===== src/rtl/gec_pkg.sv =====
`timescale 1ns / 1ps
// Shared types and constants of the gamepad event conditioner.
// No dependencies; imported by gec_ctrl, gec_dp and the top level.
package gec_pkg;

  localparam int AXIS_COUNT   = 6;
  localparam int BUTTON_COUNT = 15;
  localparam int CORDIC_STEPS = 30;
  localparam int DIV_STEPS    = 16;
  localparam int LAST_SUB     = AXIS_COUNT + BUTTON_COUNT - 1;
  localparam int LAST_PLAIN   = 10;

  localparam logic [1:0] KIND_AXIS   = 2'd0;
  localparam logic [1:0] KIND_BUTTON = 2'd1;
  localparam logic [1:0] KIND_ATTACH = 2'd2;
  localparam logic [1:0] KIND_REMOVE = 2'd3;

  localparam logic [1:0] EV_BUTTON  = 2'd0;
  localparam logic [1:0] EV_DPAD    = 2'd1;
  localparam logic [1:0] EV_STICK   = 2'd2;
  localparam logic [1:0] EV_TRIGGER = 2'd3;

  localparam logic [3:0] DIR_C  = 4'd0;
  localparam logic [3:0] DIR_N  = 4'd1;
  localparam logic [3:0] DIR_NE = 4'd2;
  localparam logic [3:0] DIR_E  = 4'd3;
  localparam logic [3:0] DIR_SE = 4'd4;
  localparam logic [3:0] DIR_S  = 4'd5;
  localparam logic [3:0] DIR_SW = 4'd6;
  localparam logic [3:0] DIR_W  = 4'd7;
  localparam logic [3:0] DIR_NW = 4'd8;

  localparam logic [3:0] BTN_UP    = 4'd11;
  localparam logic [3:0] BTN_DOWN  = 4'd12;
  localparam logic [3:0] BTN_LEFT  = 4'd13;
  localparam logic [3:0] BTN_RIGHT = 4'd14;

  localparam logic REG_QUIET = 1'b0;
  localparam logic REG_DZ    = 1'b1;

  typedef struct packed {
    logic [1:0]         event_type;
    logic [3:0]         which;
    logic               is_pressed;
    logic [3:0]         direction;
    logic [15:0]        angle;
    logic [15:0]        distance;
    logic signed [15:0] trigger_level;
  } res_t;

  typedef enum logic [3:0] {
    ST_IDLE, ST_EVAL, ST_CHECK, ST_MUL0, ST_MUL1, ST_MUL2, ST_INIT, ST_ITER,
    ST_DPREP, ST_DIV, ST_FIN, ST_EMIT, ST_NEXT, ST_FLUSH
  } state_t;

  typedef struct packed {
    logic take;
    logic eval;
    logic mul0;
    logic mul1;
    logic mul2;
    logic init;
    logic iter;
    logic dprep;
    logic div;
    logic fin;
    logic emit;
    logic next;
    logic flush;
  } cmd_t;

  typedef struct packed {
    logic need_stick;
    logic cand_ok;
    logic iter_last;
    logic div_last;
    logic emit_ok;
    logic pend_v;
    logic out_free;
    logic sub_more;
  } sts_t;

  // atan(2^-i) in 2^-32 turn units
  function automatic logic [31:0] atan_turn(input logic [4:0] i);
    logic [31:0] r;
    unique case (i)
      5'd0:  r = 32'd536870912;
      5'd1:  r = 32'd316933406;
      5'd2:  r = 32'd167458907;
      5'd3:  r = 32'd85004756;
      5'd4:  r = 32'd42667331;
      5'd5:  r = 32'd21354465;
      5'd6:  r = 32'd10679838;
      5'd7:  r = 32'd5340245;
      5'd8:  r = 32'd2670163;
      5'd9:  r = 32'd1335087;
      5'd10: r = 32'd667544;
      5'd11: r = 32'd333772;
      5'd12: r = 32'd166886;
      5'd13: r = 32'd83443;
      5'd14: r = 32'd41722;
      5'd15: r = 32'd20861;
      5'd16: r = 32'd10430;
      5'd17: r = 32'd5215;
      5'd18: r = 32'd2608;
      5'd19: r = 32'd1304;
      5'd20: r = 32'd652;
      5'd21: r = 32'd326;
      5'd22: r = 32'd163;
      5'd23: r = 32'd81;
      5'd24: r = 32'd41;
      5'd25: r = 32'd20;
      5'd26: r = 32'd10;
      5'd27: r = 32'd5;
      5'd28: r = 32'd3;
      5'd29: r = 32'd1;
      default: r = 32'd0;
    endcase
    return r;
  endfunction

  function automatic logic [3:0] dpad_dir(input logic up, input logic dn,
                                          input logic lf, input logic rt);
    logic l;
    logic r;
    logic [3:0] d;
    l = lf && !rt;
    r = rt && !lf;
    if (up && !dn)      d = l ? DIR_NW : (r ? DIR_NE : DIR_N);
    else if (dn && !up) d = l ? DIR_SW : (r ? DIR_SE : DIR_S);
    else if (l)         d = DIR_W;
    else if (r)         d = DIR_E;
    else                d = DIR_C;
    return d;
  endfunction

endpackage


===== src/rtl/gec_ctrl.sv =====
`timescale 1ns / 1ps
// Sequencer of the gamepad event conditioner: walks each event through
// gate, stick math and result hand-off. Depends on gec_pkg.
module gec_ctrl
  import gec_pkg::*;
(
  input  logic clk,
  input  logic rst,
  input  logic in_valid,
  output logic in_ready,
  input  sts_t sts,
  output cmd_t cmd
);

  state_t state;
  state_t state_next;

  always_ff @(posedge clk) begin
    if (rst) begin
      state <= ST_IDLE;
    end else begin
      state <= state_next;
    end
  end

  always_comb begin
    state_next = state;
    cmd        = '0;
    in_ready   = 1'b0;
    unique case (state)
      ST_IDLE: begin
        in_ready = !rst;
        if (in_valid && !rst) begin
          cmd.take   = 1'b1;
          state_next = ST_EVAL;
        end
      end
      ST_EVAL: begin
        cmd.eval   = 1'b1;
        state_next = ST_CHECK;
      end
      ST_CHECK: begin
        if (sts.need_stick)   state_next = ST_MUL0;
        else if (sts.cand_ok) state_next = ST_EMIT;
        else                  state_next = ST_NEXT;
      end
      ST_MUL0: begin
        cmd.mul0   = 1'b1;
        state_next = ST_MUL1;
      end
      ST_MUL1: begin
        cmd.mul1   = 1'b1;
        state_next = ST_MUL2;
      end
      ST_MUL2: begin
        cmd.mul2   = 1'b1;
        state_next = ST_INIT;
      end
      ST_INIT: begin
        cmd.init   = 1'b1;
        state_next = ST_ITER;
      end
      ST_ITER: begin
        cmd.iter = 1'b1;
        if (sts.iter_last) state_next = ST_DPREP;
      end
      ST_DPREP: begin
        cmd.dprep  = 1'b1;
        state_next = ST_DIV;
      end
      ST_DIV: begin
        cmd.div = 1'b1;
        if (sts.div_last) state_next = ST_FIN;
      end
      ST_FIN: begin
        cmd.fin    = 1'b1;
        state_next = ST_CHECK;
      end
      ST_EMIT: begin
        if (sts.emit_ok) begin
          cmd.emit   = 1'b1;
          state_next = ST_NEXT;
        end
      end
      ST_NEXT: begin
        cmd.next   = 1'b1;
        state_next = sts.sub_more ? ST_EVAL : ST_FLUSH;
      end
      ST_FLUSH: begin
        if (!sts.pend_v) begin
          state_next = ST_IDLE;
        end else if (sts.out_free) begin
          cmd.flush  = 1'b1;
          state_next = ST_IDLE;
        end
      end
      default: state_next = ST_IDLE;
    endcase
  end

endmodule


===== src/rtl/gec_dp.sv =====
`timescale 1ns / 1ps
// Datapath of the gamepad event conditioner: state stores, quiet gate,
// CORDIC angle, bit-serial sqrt, restoring divider, result staging.
// Depends on gec_pkg.
module gec_dp
  import gec_pkg::*;
(
  input  logic               clk,
  input  logic               rst,
  input  cmd_t               cmd,
  output sts_t               sts,
  input  logic [1:0]         in_kind,
  input  logic [3:0]         in_index,
  input  logic signed [15:0] in_axis_value,
  input  logic               in_pressed,
  input  logic [31:0]        in_time_ms,
  input  logic [15:0]        attach_quiet_ms,
  input  logic [14:0]        dead_zone,
  input  logic               out_ready,
  output res_t               out_res,
  output logic               out_last,
  output logic               out_valid
);

  // latched input beat
  logic [1:0]         kind_r;
  logic [3:0]         idx_r;
  logic signed [15:0] val_r;
  logic               pr_r;
  logic [31:0]        now_r;
  logic [4:0]         sub;

  // controller state
  logic signed [15:0] axis_store [AXIS_COUNT];
  logic [BUTTON_COUNT-1:0] btn;
  logic [1:0]  stick_t;
  logic [1:0]  trig_t;
  logic [31:0] stamp;
  logic        present;

  logic        need_stick;
  logic        cand_ok;
  res_t        cand;
  logic        st_sel;

  // stick math
  logic signed [15:0] xr;
  logic signed [15:0] yr;
  logic [31:0]        p;
  logic [31:0]        r2;
  logic signed [35:0] cu;
  logic signed [35:0] cv;
  logic [31:0]        acc;
  logic               czero;
  logic [49:0]        sq_n;
  logic [49:0]        sq_r;
  logic [49:0]        sq_bit;
  logic [4:0]         step;
  logic [55:0]        rem;
  logic [55:0]        dsh;
  logic [15:0]        q;
  logic               dzero;
  logic               dsat;

  res_t pend;
  logic pend_v;

  // current sub-event (a remove walks all axes then all buttons)
  logic               is_rm;
  logic [1:0]         e_kind;
  logic [3:0]         e_idx;
  logic signed [15:0] e_val;
  logic               e_pr;
  logic [2:0]         raddr;
  logic signed [15:0] rd;
  logic               axis_ok;
  logic               btn_ok;
  logic               gate_block;
  logic               pass_gate;
  logic               eval_need;
  logic               eval_cand;
  logic [31:0]        elapsed;
  logic               changed;
  logic [BUTTON_COUNT-1:0] btn_next;
  logic               trig_tilt;
  logic signed [31:0] prod;
  logic signed [35:0] ysx;
  logic signed [35:0] xsx;
  logic signed [35:0] u0;
  logic signed [35:0] v0;
  logic [49:0]        sq_t;
  logic [38:0]        a_s;
  logic [29:0]        dz_m;
  logic [37:0]        thr;
  logic [15:0]        om;
  logic [30:0]        den_m;
  logic [38:0]        den;
  logic [54:0]        num;
  logic [15:0]        stick_dist;
  logic [31:0]        acc_rnd;
  logic               out_free;
  logic               end_of_item;

  assign is_rm   = (kind_r == KIND_REMOVE);
  assign e_kind  = is_rm ? ((sub < 5'(AXIS_COUNT)) ? KIND_AXIS : KIND_BUTTON) : kind_r;
  assign e_idx   = is_rm ? ((sub < 5'(AXIS_COUNT)) ? sub[3:0]
                                                   : 4'(sub - 5'(AXIS_COUNT)))
                         : idx_r;
  assign e_val   = is_rm ? 16'sd0 : val_r;
  assign e_pr    = is_rm ? 1'b0 : pr_r;

  always_comb begin
    priority if (cmd.mul0) raddr = {1'b0, st_sel, 1'b0};
    else if (cmd.mul1)     raddr = {1'b0, st_sel, 1'b1};
    else                   raddr = e_idx[2:0];
  end
  assign rd = (raddr < 3'(AXIS_COUNT)) ? axis_store[raddr] : 16'sd0;

  assign axis_ok    = (e_kind == KIND_AXIS) && (e_idx < 4'(AXIS_COUNT));
  assign btn_ok     = (e_kind == KIND_BUTTON) && (e_idx < 4'(BUTTON_COUNT));
  assign elapsed    = now_r - stamp;
  assign gate_block = !present || ((stamp != 32'd0) && (elapsed <= {16'd0, attach_quiet_ms}));
  assign changed    = axis_ok ? (rd != e_val) : (btn[e_idx] != e_pr);
  assign trig_tilt  = (e_val > 16'sd0);

  assign pass_gate = (axis_ok || btn_ok) && !gate_block;
  assign eval_need = pass_gate && changed && axis_ok && (e_idx < 4'd4);
  assign eval_cand = pass_gate && changed &&
                     (btn_ok || (axis_ok && (e_idx >= 4'd4) &&
                                 (trig_tilt || trig_t[e_idx[0]])));

  always_comb begin
    btn_next        = btn;
    btn_next[e_idx] = e_pr;
  end

  assign prod = rd * rd;
  assign ysx  = {{20{yr[15]}}, yr};
  assign xsx  = {{20{xr[15]}}, xr};
  assign u0   = (36'sd0 - ysx) <<< 16;
  assign v0   = xsx <<< 16;
  assign sq_t = sq_r + sq_bit;

  // dead zone terms: 32767*k written as (k<<15)-k
  assign a_s   = {sq_r[23:0], 15'd0};
  assign dz_m  = {dead_zone, 15'd0} - {15'd0, dead_zone};
  assign thr   = {dz_m, 8'd0};
  assign om    = 16'd32768 - {1'b0, dead_zone};
  assign den_m = {om, 15'd0} - {15'd0, om};
  assign den   = {den_m, 8'd0};
  assign num   = {1'b0, a_s - {1'b0, thr}, 15'd0};

  assign stick_dist = dzero ? 16'd0 : (dsat ? 16'hFFFF : q);
  assign acc_rnd    = acc + 32'h0000_8000;

  assign out_free    = !out_valid || out_ready;
  assign end_of_item = cmd.next && !sts.sub_more;

  assign sts.need_stick = need_stick;
  assign sts.cand_ok    = cand_ok;
  assign sts.iter_last  = (step == 5'(CORDIC_STEPS - 1));
  assign sts.div_last   = (step == 5'(DIV_STEPS - 1));
  assign sts.emit_ok    = !pend_v || out_free;
  assign sts.pend_v     = pend_v;
  assign sts.out_free   = out_free;
  assign sts.sub_more   = is_rm && (sub != 5'(LAST_SUB));

  always_ff @(posedge clk) begin
    if (cmd.take) begin
      kind_r <= in_kind;
      idx_r  <= in_index;
      val_r  <= in_axis_value;
      pr_r   <= in_pressed;
      now_r  <= in_time_ms;
    end
    if (cmd.eval) begin
      st_sel <= e_idx[1];
    end
    if (cmd.mul0) begin
      xr <= rd;
      p  <= 32'(prod);
    end
    if (cmd.mul1) begin
      yr <= rd;
      p  <= 32'(prod);
      r2 <= p;
    end
    if (cmd.mul2) begin
      r2 <= r2 + p;
    end
    if (cmd.init) begin
      sq_n  <= {2'd0, r2, 16'd0};
      sq_r  <= '0;
      czero <= (xr == 16'sd0) && (yr == 16'sd0);
      if (u0 < 36'sd0) begin
        cu  <= 36'sd0 - u0;
        cv  <= 36'sd0 - v0;
        acc <= 32'h8000_0000;
      end else begin
        cu  <= u0;
        cv  <= v0;
        acc <= 32'd0;
      end
    end
    if (cmd.iter) begin
      if (!cv[35]) begin
        cu  <= cu + (cv >>> step);
        cv  <= cv - (cu >>> step);
        acc <= acc + atan_turn(step);
      end else begin
        cu  <= cu - (cv >>> step);
        cv  <= cv + (cu >>> step);
        acc <= acc - atan_turn(step);
      end
      if (sq_bit != '0) begin
        if (sq_n >= sq_t) begin
          sq_n <= sq_n - sq_t;
          sq_r <= (sq_r >> 1) + sq_bit;
        end else begin
          sq_r <= sq_r >> 1;
        end
      end
    end
    if (cmd.dprep) begin
      dzero <= ({1'b0, thr} >= a_s);
      dsat  <= ({1'b0, num} >= {1'b0, den, 16'd0});
      rem   <= {1'b0, num};
      dsh   <= {2'd0, den, 15'd0};
      q     <= '0;
    end
    if (cmd.div) begin
      if (rem >= dsh) begin
        rem <= rem - dsh;
        q   <= {q[14:0], 1'b1};
      end else begin
        q   <= {q[14:0], 1'b0};
      end
      dsh <= dsh >> 1;
    end
    if (cmd.emit) begin
      pend <= cand;
    end
    if (cmd.flush || (cmd.emit && pend_v)) begin
      out_res  <= pend;
      out_last <= cmd.flush;
    end
  end

  // step counter and sqrt bit mark carry control meaning
  always_ff @(posedge clk) begin
    if (rst) begin
      step   <= '0;
      sq_bit <= '0;
    end else if (cmd.init || cmd.dprep) begin
      step   <= '0;
      sq_bit <= cmd.init ? (50'd1 << 48) : sq_bit;
    end else if (cmd.iter || cmd.div) begin
      step   <= step + 5'd1;
      sq_bit <= cmd.iter ? (sq_bit >> 2) : sq_bit;
    end
  end

  always_ff @(posedge clk) begin
    if (rst || (end_of_item && is_rm)) begin
      for (int i = 0; i < AXIS_COUNT; i++) axis_store[i] <= 16'sd0;
      btn        <= '0;
      stick_t    <= '0;
      trig_t     <= '0;
      stamp      <= '0;
      present    <= 1'b0;
      need_stick <= 1'b0;
      cand_ok    <= 1'b0;
      sub        <= '0;
    end else begin
      if (cmd.take) begin
        sub <= '0;
      end
      if (cmd.next) begin
        cand_ok <= 1'b0;
        if (sts.sub_more) sub <= sub + 5'd1;
      end
      if (cmd.emit) begin
        cand_ok <= 1'b0;
      end
      if (cmd.eval) begin
        cand_ok    <= eval_cand;
        need_stick <= eval_need;
        if (e_kind == KIND_ATTACH) begin
          for (int i = 0; i < AXIS_COUNT; i++) axis_store[i] <= 16'sd0;
          btn     <= '0;
          stick_t <= '0;
          trig_t  <= '0;
          present <= 1'b1;
          stamp   <= now_r;
        end else if (pass_gate) begin
          stamp <= '0;
          if (changed && axis_ok) begin
            axis_store[e_idx[2:0]] <= e_val;
            if ((e_idx >= 4'd4) && (trig_tilt || trig_t[e_idx[0]])) begin
              trig_t[e_idx[0]] <= trig_tilt;
              cand    <= '{event_type: EV_TRIGGER, which: {3'd0, e_idx[0]},
                           is_pressed: 1'b0, direction: DIR_C, angle: 16'd0,
                           distance: 16'd0, trigger_level: e_val};
            end
          end else if (changed && btn_ok) begin
            btn     <= btn_next;
            if (e_idx <= 4'(LAST_PLAIN)) begin
              cand <= '{event_type: EV_BUTTON, which: e_idx, is_pressed: e_pr,
                        direction: DIR_C, angle: 16'd0, distance: 16'd0,
                        trigger_level: 16'sd0};
            end else begin
              cand <= '{event_type: EV_DPAD, which: 4'd0, is_pressed: 1'b0,
                        direction: dpad_dir(btn_next[BTN_UP], btn_next[BTN_DOWN],
                                            btn_next[BTN_LEFT], btn_next[BTN_RIGHT]),
                        angle: 16'd0, distance: 16'd0, trigger_level: 16'sd0};
            end
          end
        end
      end
      if (cmd.fin) begin
        need_stick <= 1'b0;
        if ((stick_dist != 16'd0) || stick_t[st_sel]) begin
          stick_t[st_sel] <= (stick_dist != 16'd0);
          cand_ok <= 1'b1;
          cand    <= '{event_type: EV_STICK, which: {3'd0, st_sel},
                       is_pressed: 1'b0, direction: DIR_C,
                       angle: czero ? 16'd0 : acc_rnd[31:16], distance: stick_dist,
                       trigger_level: 16'sd0};
        end
      end
    end
  end

  // result staging: the newest result waits in pend so its last flag is known
  always_ff @(posedge clk) begin
    if (rst) begin
      pend_v    <= 1'b0;
      out_valid <= 1'b0;
    end else begin
      if (cmd.flush) begin
        pend_v    <= 1'b0;
        out_valid <= 1'b1;
      end else if (cmd.emit) begin
        pend_v    <= 1'b1;
        out_valid <= pend_v ? 1'b1 : (out_valid && !out_ready);
      end else if (out_ready) begin
        out_valid <= 1'b0;
      end
    end
  end

`ifndef SYNTHESIS
  a_sqrt_bit: assert property (@(posedge clk) disable iff (rst) $onehot0(sq_bit))
    else $error("sqrt bit mark not one-hot");
  a_move_free: assert property (@(posedge clk) disable iff (rst)
    (cmd.flush || (cmd.emit && pend_v)) |-> out_free)
    else $error("output register overwritten while held");
  a_remove_clear: assert property (@(posedge clk) disable iff (rst)
    (end_of_item && is_rm) |=> (!present && (stamp == 32'd0)))
    else $error("remove left controller state behind");
  a_flush_pend: assert property (@(posedge clk) disable iff (rst)
    cmd.flush |=> !pend_v)
    else $error("pending result kept after flush");
`endif

endmodule


===== src/rtl/gamepad_event_conditioner.sv =====
`timescale 1ns / 1ps
// Top level of the gamepad event conditioner: stream ports, APB registers,
// sequencer and datapath. Depends on gec_pkg, gec_ctrl and gec_dp.
//
// Usage:
//  s_* carries one gamepad event per beat (kind in s_tuser). Each event yields
//  zero or more result beats on m_* (event type in m_tuser); m_tlast marks the
//  final result of an event. An event that yields no result gives no beat.
//  A stick event runs the multiply states MUL0 to MUL2, then 30 CORDIC
//  iterations that also carry the 25-step square root, and 16 divider steps.
//  A remove walks all 21 axes and buttons, with up to four stick recomputes,
//  the other results and one final hand-off.
//  One event is worked at a time; s_tready is high only while idle.
//  Results go through a one-deep holding stage and an output register, so a
//  new event is taken while the final result still waits on m_tready. A stall
//  on m_tready holds the sequencer at its next result hand-off.
//  Reset (rst, synchronous): no controller present, all axes zero, buttons
//  released, quiet window 200 ms, dead zone 16384. Registers are to be
//  written over APB only while the block is idle: 0x0 quiet window, 0x4 dead
//  zone; the block itself does not enforce this.
module gamepad_event_conditioner
  import gec_pkg::*;
(
  input  logic        clk,
  input  logic        rst,
  input  logic        s_tvalid,
  output logic        s_tready,
  input  logic [55:0] s_tdata,   // index[3:0], axis_value[19:4], pressed[20],
                                 // time_ms[52:21], zero pad
  input  logic [1:0]  s_tuser,   // kind[1:0]
  output logic        m_tvalid,
  input  logic        m_tready,
  output logic [63:0] m_tdata,   // which[3:0], is_pressed[4], direction[8:5],
                                 // angle[24:9], distance[40:25],
                                 // trigger_level[56:41], zero pad
  output logic [1:0]  m_tuser,   // event_type[1:0]
  output logic        m_tlast,
  input  logic        psel,
  input  logic        penable,
  input  logic        pwrite,
  input  logic [2:0]  paddr,
  input  logic [31:0] pwdata,
  output logic [31:0] prdata,
  output logic        pready
);

  logic [15:0] attach_quiet_ms;
  logic [14:0] dead_zone;
  logic        reg_sel;
  cmd_t        cmd;
  sts_t        sts;
  res_t        res;

  assign pready  = 1'b1;
  assign reg_sel = paddr[2];
  assign prdata  = (reg_sel == REG_DZ) ? {17'd0, dead_zone} : {16'd0, attach_quiet_ms};

  always_ff @(posedge clk) begin
    if (rst) begin
      attach_quiet_ms <= 16'd200;
      dead_zone       <= 15'd16384;
    end else if (psel && penable && pwrite && pready) begin
      if (reg_sel == REG_QUIET) attach_quiet_ms <= pwdata[15:0];
      else                      dead_zone       <= pwdata[14:0];
    end
  end

  gec_ctrl u_ctrl (
    .clk      (clk),
    .rst      (rst),
    .in_valid (s_tvalid),
    .in_ready (s_tready),
    .sts      (sts),
    .cmd      (cmd)
  );

  gec_dp u_dp (
    .clk             (clk),
    .rst             (rst),
    .cmd             (cmd),
    .sts             (sts),
    .in_kind         (s_tuser),
    .in_index        (s_tdata[3:0]),
    .in_axis_value   (s_tdata[19:4]),
    .in_pressed      (s_tdata[20]),
    .in_time_ms      (s_tdata[52:21]),
    .attach_quiet_ms (attach_quiet_ms),
    .dead_zone       (dead_zone),
    .out_ready       (m_tready),
    .out_res         (res),
    .out_last        (m_tlast),
    .out_valid       (m_tvalid)
  );

  assign m_tuser = res.event_type;
  assign m_tdata = {7'd0, res.trigger_level, res.distance, res.angle,
                    res.direction, res.is_pressed, res.which};

endmodule


===== config.mk =====
export PLATFORM = sky130hd
export DESIGN_NAME = gamepad_event_conditioner
export DESIGN_NICKNAME = d
export VERILOG_FILES = /design/src/rtl/gec_pkg.sv /design/src/rtl/gec_ctrl.sv /design/src/rtl/gec_dp.sv /design/src/rtl/gamepad_event_conditioner.sv
export SDC_FILE = /design/constraint.sdc
export NUM_CORES = 2
export LEC_CHECK = 0
export ABC_AREA = 1
export BUFFER_PORTS_ARGS = -buffer_cell sky130_fd_sc_hd__clkbuf_2
export CAP_MARGIN = 0
export CORE_UTILIZATION = 55
export DETAILED_ROUTE_END_ITERATION = 12
export PLACE_DENSITY = 0.72
export SYNTH_ARGS = -nofsm -noshare
export SYNTH_HDL_FRONTEND = slang
export SYNTH_SLANG_ARGS = --single-unit
export TNS_END_PERCENT = 20

===== constraint.sdc =====
create_clock -name clk -period 18.2 [get_ports clk]
set_input_delay 0.91 -clock clk [delete_from_list [all_inputs] [get_ports clk]]
set_output_delay 0.91 -clock clk [all_outputs]
set_load 0.02 [all_outputs]

==> metrics <==
status finished clean; total die area 140000 sq um; Fill cells 12676; Util after Layout 0.596; Mapped Area 76000 sq um; Hold Crit Start s_tdata[17]; Max Cap Violations 0; antenna fix cells 0; Post-synth EDFFs 602; CP Launch Type flop; I/O Buffers 156; num rows 136; Critical Path Start u_dp.kind_r[0]; post-route minimum period 10.98 ns; DR pass1 iterations 6; GR Util All Layers 0.308; die height 374 um; DRT iter0 DRCs 6319; DP HPWL 169000 um; CTS Hold Buffers Added 0; number of global-route vias before repair 65477; IO Count 202; CP max FO 41; Initial Utilization 0.554; Area Overhead vs Synth 7.63%; worst-margin pin slew 1.12 ns; vias per cell 5.70; worst path buffer plus inverter count 5; max_slew headroom 0.255; CTS resizes 0; initial antenna violation count 3; Fin. Hold Viols 0; Worst EP arrival 11.41 ns; clk sinks 914; post-place setup slack 7.27 ns; final worst slack 7.22 ns; RSZ-0062 raised after global routing false; CP Class flop to flop; Final Setup Violations 0; Ys Warns 0; Primary FF master, synth edfxtp_1; root buf cell clkbuf_16; RR Startpoint u_dp.kind_r[0]; sequential element share of the synthesized area 0.320; htree depth 3; Critical Path Max Stage Delay 0.98 ns; CTS tree done; Inserted Clock Buffers 105; Sum Neg Setup Slack 0 ns; slowest cell on the critical path fa_1; net count reported at finish 11191; total wire length 220000 um; HP Class input port to flop; DRC 0; R2R setup slack 7.22 ns; DR WL/cell 18.0 um; Gate Count Post-Synth 10335; crit share post-route 0.603; critical path's top delay family adder cells; clk buf depth 3; Post-Layout Inst Area 81800 sq um; #FFs+latches synth 914; first-pass GRT wire length 348000 um; clock skew 0.0620 ns; FMAX 0.0911 GHz; dpl cell area 78200 sq um; Worst path most repeated cell nand2_1; clk_lat worst skew 0.76 ns; syn avg cell area 7.36 sq um; Placer Congestion 0.967; layout cell share with drive strength beyond 1 0.0525; crit end category flop; synth unique cells 74; Die X 374 um; post-route ant nets 0; largest net degree at the start of global routing 103; Slew Viols, Final 0; via count 69691; Worst EP required 18.63 ns; Reg clk slew, reported paths 0.06 ns; Placeable Area 137000 sq um; postcts setup bufs 0; grt ovf 0; Async S/R FF share, synth 0
-- layout make-up --
type,count,area [sq um],share of cell area
tap,1794,2240,0.0274
sequential,914,24300,0.297
multi-input combinational,7620,44800,0.547
timing repair buffer,215,1240,0.0151
inverter,1496,5620,0.0687
clock inverter,67,816,0.00997
clock buffer,129,2800,0.0342
-- per-layer routing --
layer,vias to the layer above,track usage,routed length [um]
li1,34196,-,-
met1,32556,0.432,97900
met2,2566,0.494,98700
met3,369,0.0415,17300
met4,4,0.0947,6470
met5,-,0,19
-- state kept, by name, summed over array words and instances (netlist names), 15 cells and up, named ones only --
signal / flops
attach_quiet_ms: 16
dead_zone: 15
u_dp.acc: 32
u_dp.axis_store: 96
u_dp.btn: 15
u_dp.cand: 59
u_dp.cu: 36
u_dp.cv: 36
u_dp.dsh: 54
u_dp.now_r: 32
u_dp.out_res: 59
u_dp.p: 31
u_dp.pend: 59
u_dp.q: 16
u_dp.r2: 32
u_dp.rem: 56
u_dp.sq_bit: 25
u_dp.sq_n: 50
u_dp.sq_r: 50
u_dp.stamp: 32
u_dp.val_r: 16
u_dp.xr: 16
u_dp.yr: 16
-- final timing paths --
check             cells after the start                to
setup / recovery                     31        u_dp.p[31]
hold / removal                        1    u_dp.val_r[13]
setup reg to reg                     31        u_dp.p[31]
hold reg to reg                       0  u_dp.out_res[28]
-- metrics by stage --
stage,cells,hold slack [ns]
after floorplan,10357,0.400
after global placement,12039,0.404
after detailed placement,12039,0.405
after CTS,12235,0.270
after global routing,12235,0.297
final,12235,0.321
-- cells in the final DEF, fill, tap and decap left out, types with 89 or more instances in the layout --
cell type,n
edfxtp_1,602
o21ai_0,918
xnor2_1,148
fa_1,242
a21oi_1,750
inv_1,1460
clkbuf_2,157
nand2_1,2380
nor2_1,996
nor3_1,89
a31oi_1,96
ha_1,497
nand3_1,424
dfxtp_1,308
xor2_1,264
clkbuf_16,106
-- cell families after synthesis --
family,Yosys count,synth area share
muxes,52,0.00685
xor gates and xnor gates,412,0.0475
DFF,914,0.320
adders and majority gates,739,0.146
AOI/OAI and AO/OA,2187,0.158
other,2,0.0000988
buffers and inverters,1823,0.0933
and+or+nand+nor,4206,0.229
-- cell usage after synthesis (all sizes together), types with 91 or more instances --
library cell / n / share of area
a21oi: 752 / 0.050
a31oi: 96 / 0.0079
buf: 113 / 0.0088
clkbuf: 214 / 0.011
dfxtp: 312 / 0.082
edfxtp: 602 / 0.24
fa: 242 / 0.064
ha: 497 / 0.082
inv: 1486 / 0.073
nand2: 2400 / 0.12
nand3: 426 / 0.028
nor2: 1059 / 0.055
nor3: 91 / 0.0061
o21ai: 983 / 0.065
xnor2: 148 / 0.017
xor2: 264 / 0.030
-- worst register-to-register path: cells and delay by family, from the launching register on --
kind / cells / cell delay, ns
buffers and inverters: 5 / 1.41
flip-flops: 1 / 0.44
AO/OA/AOI/OAI: 5 / 0.71
adder cells (fa/ha/maj): 7 / 4.23
XOR/XNOR: 1 / 0.16
AND/OR/NAND/NOR: 13 / 3.70
Power is not shown: default switching activity piles up to over one toggle a cycle in this logic, so the estimate is an artifact.
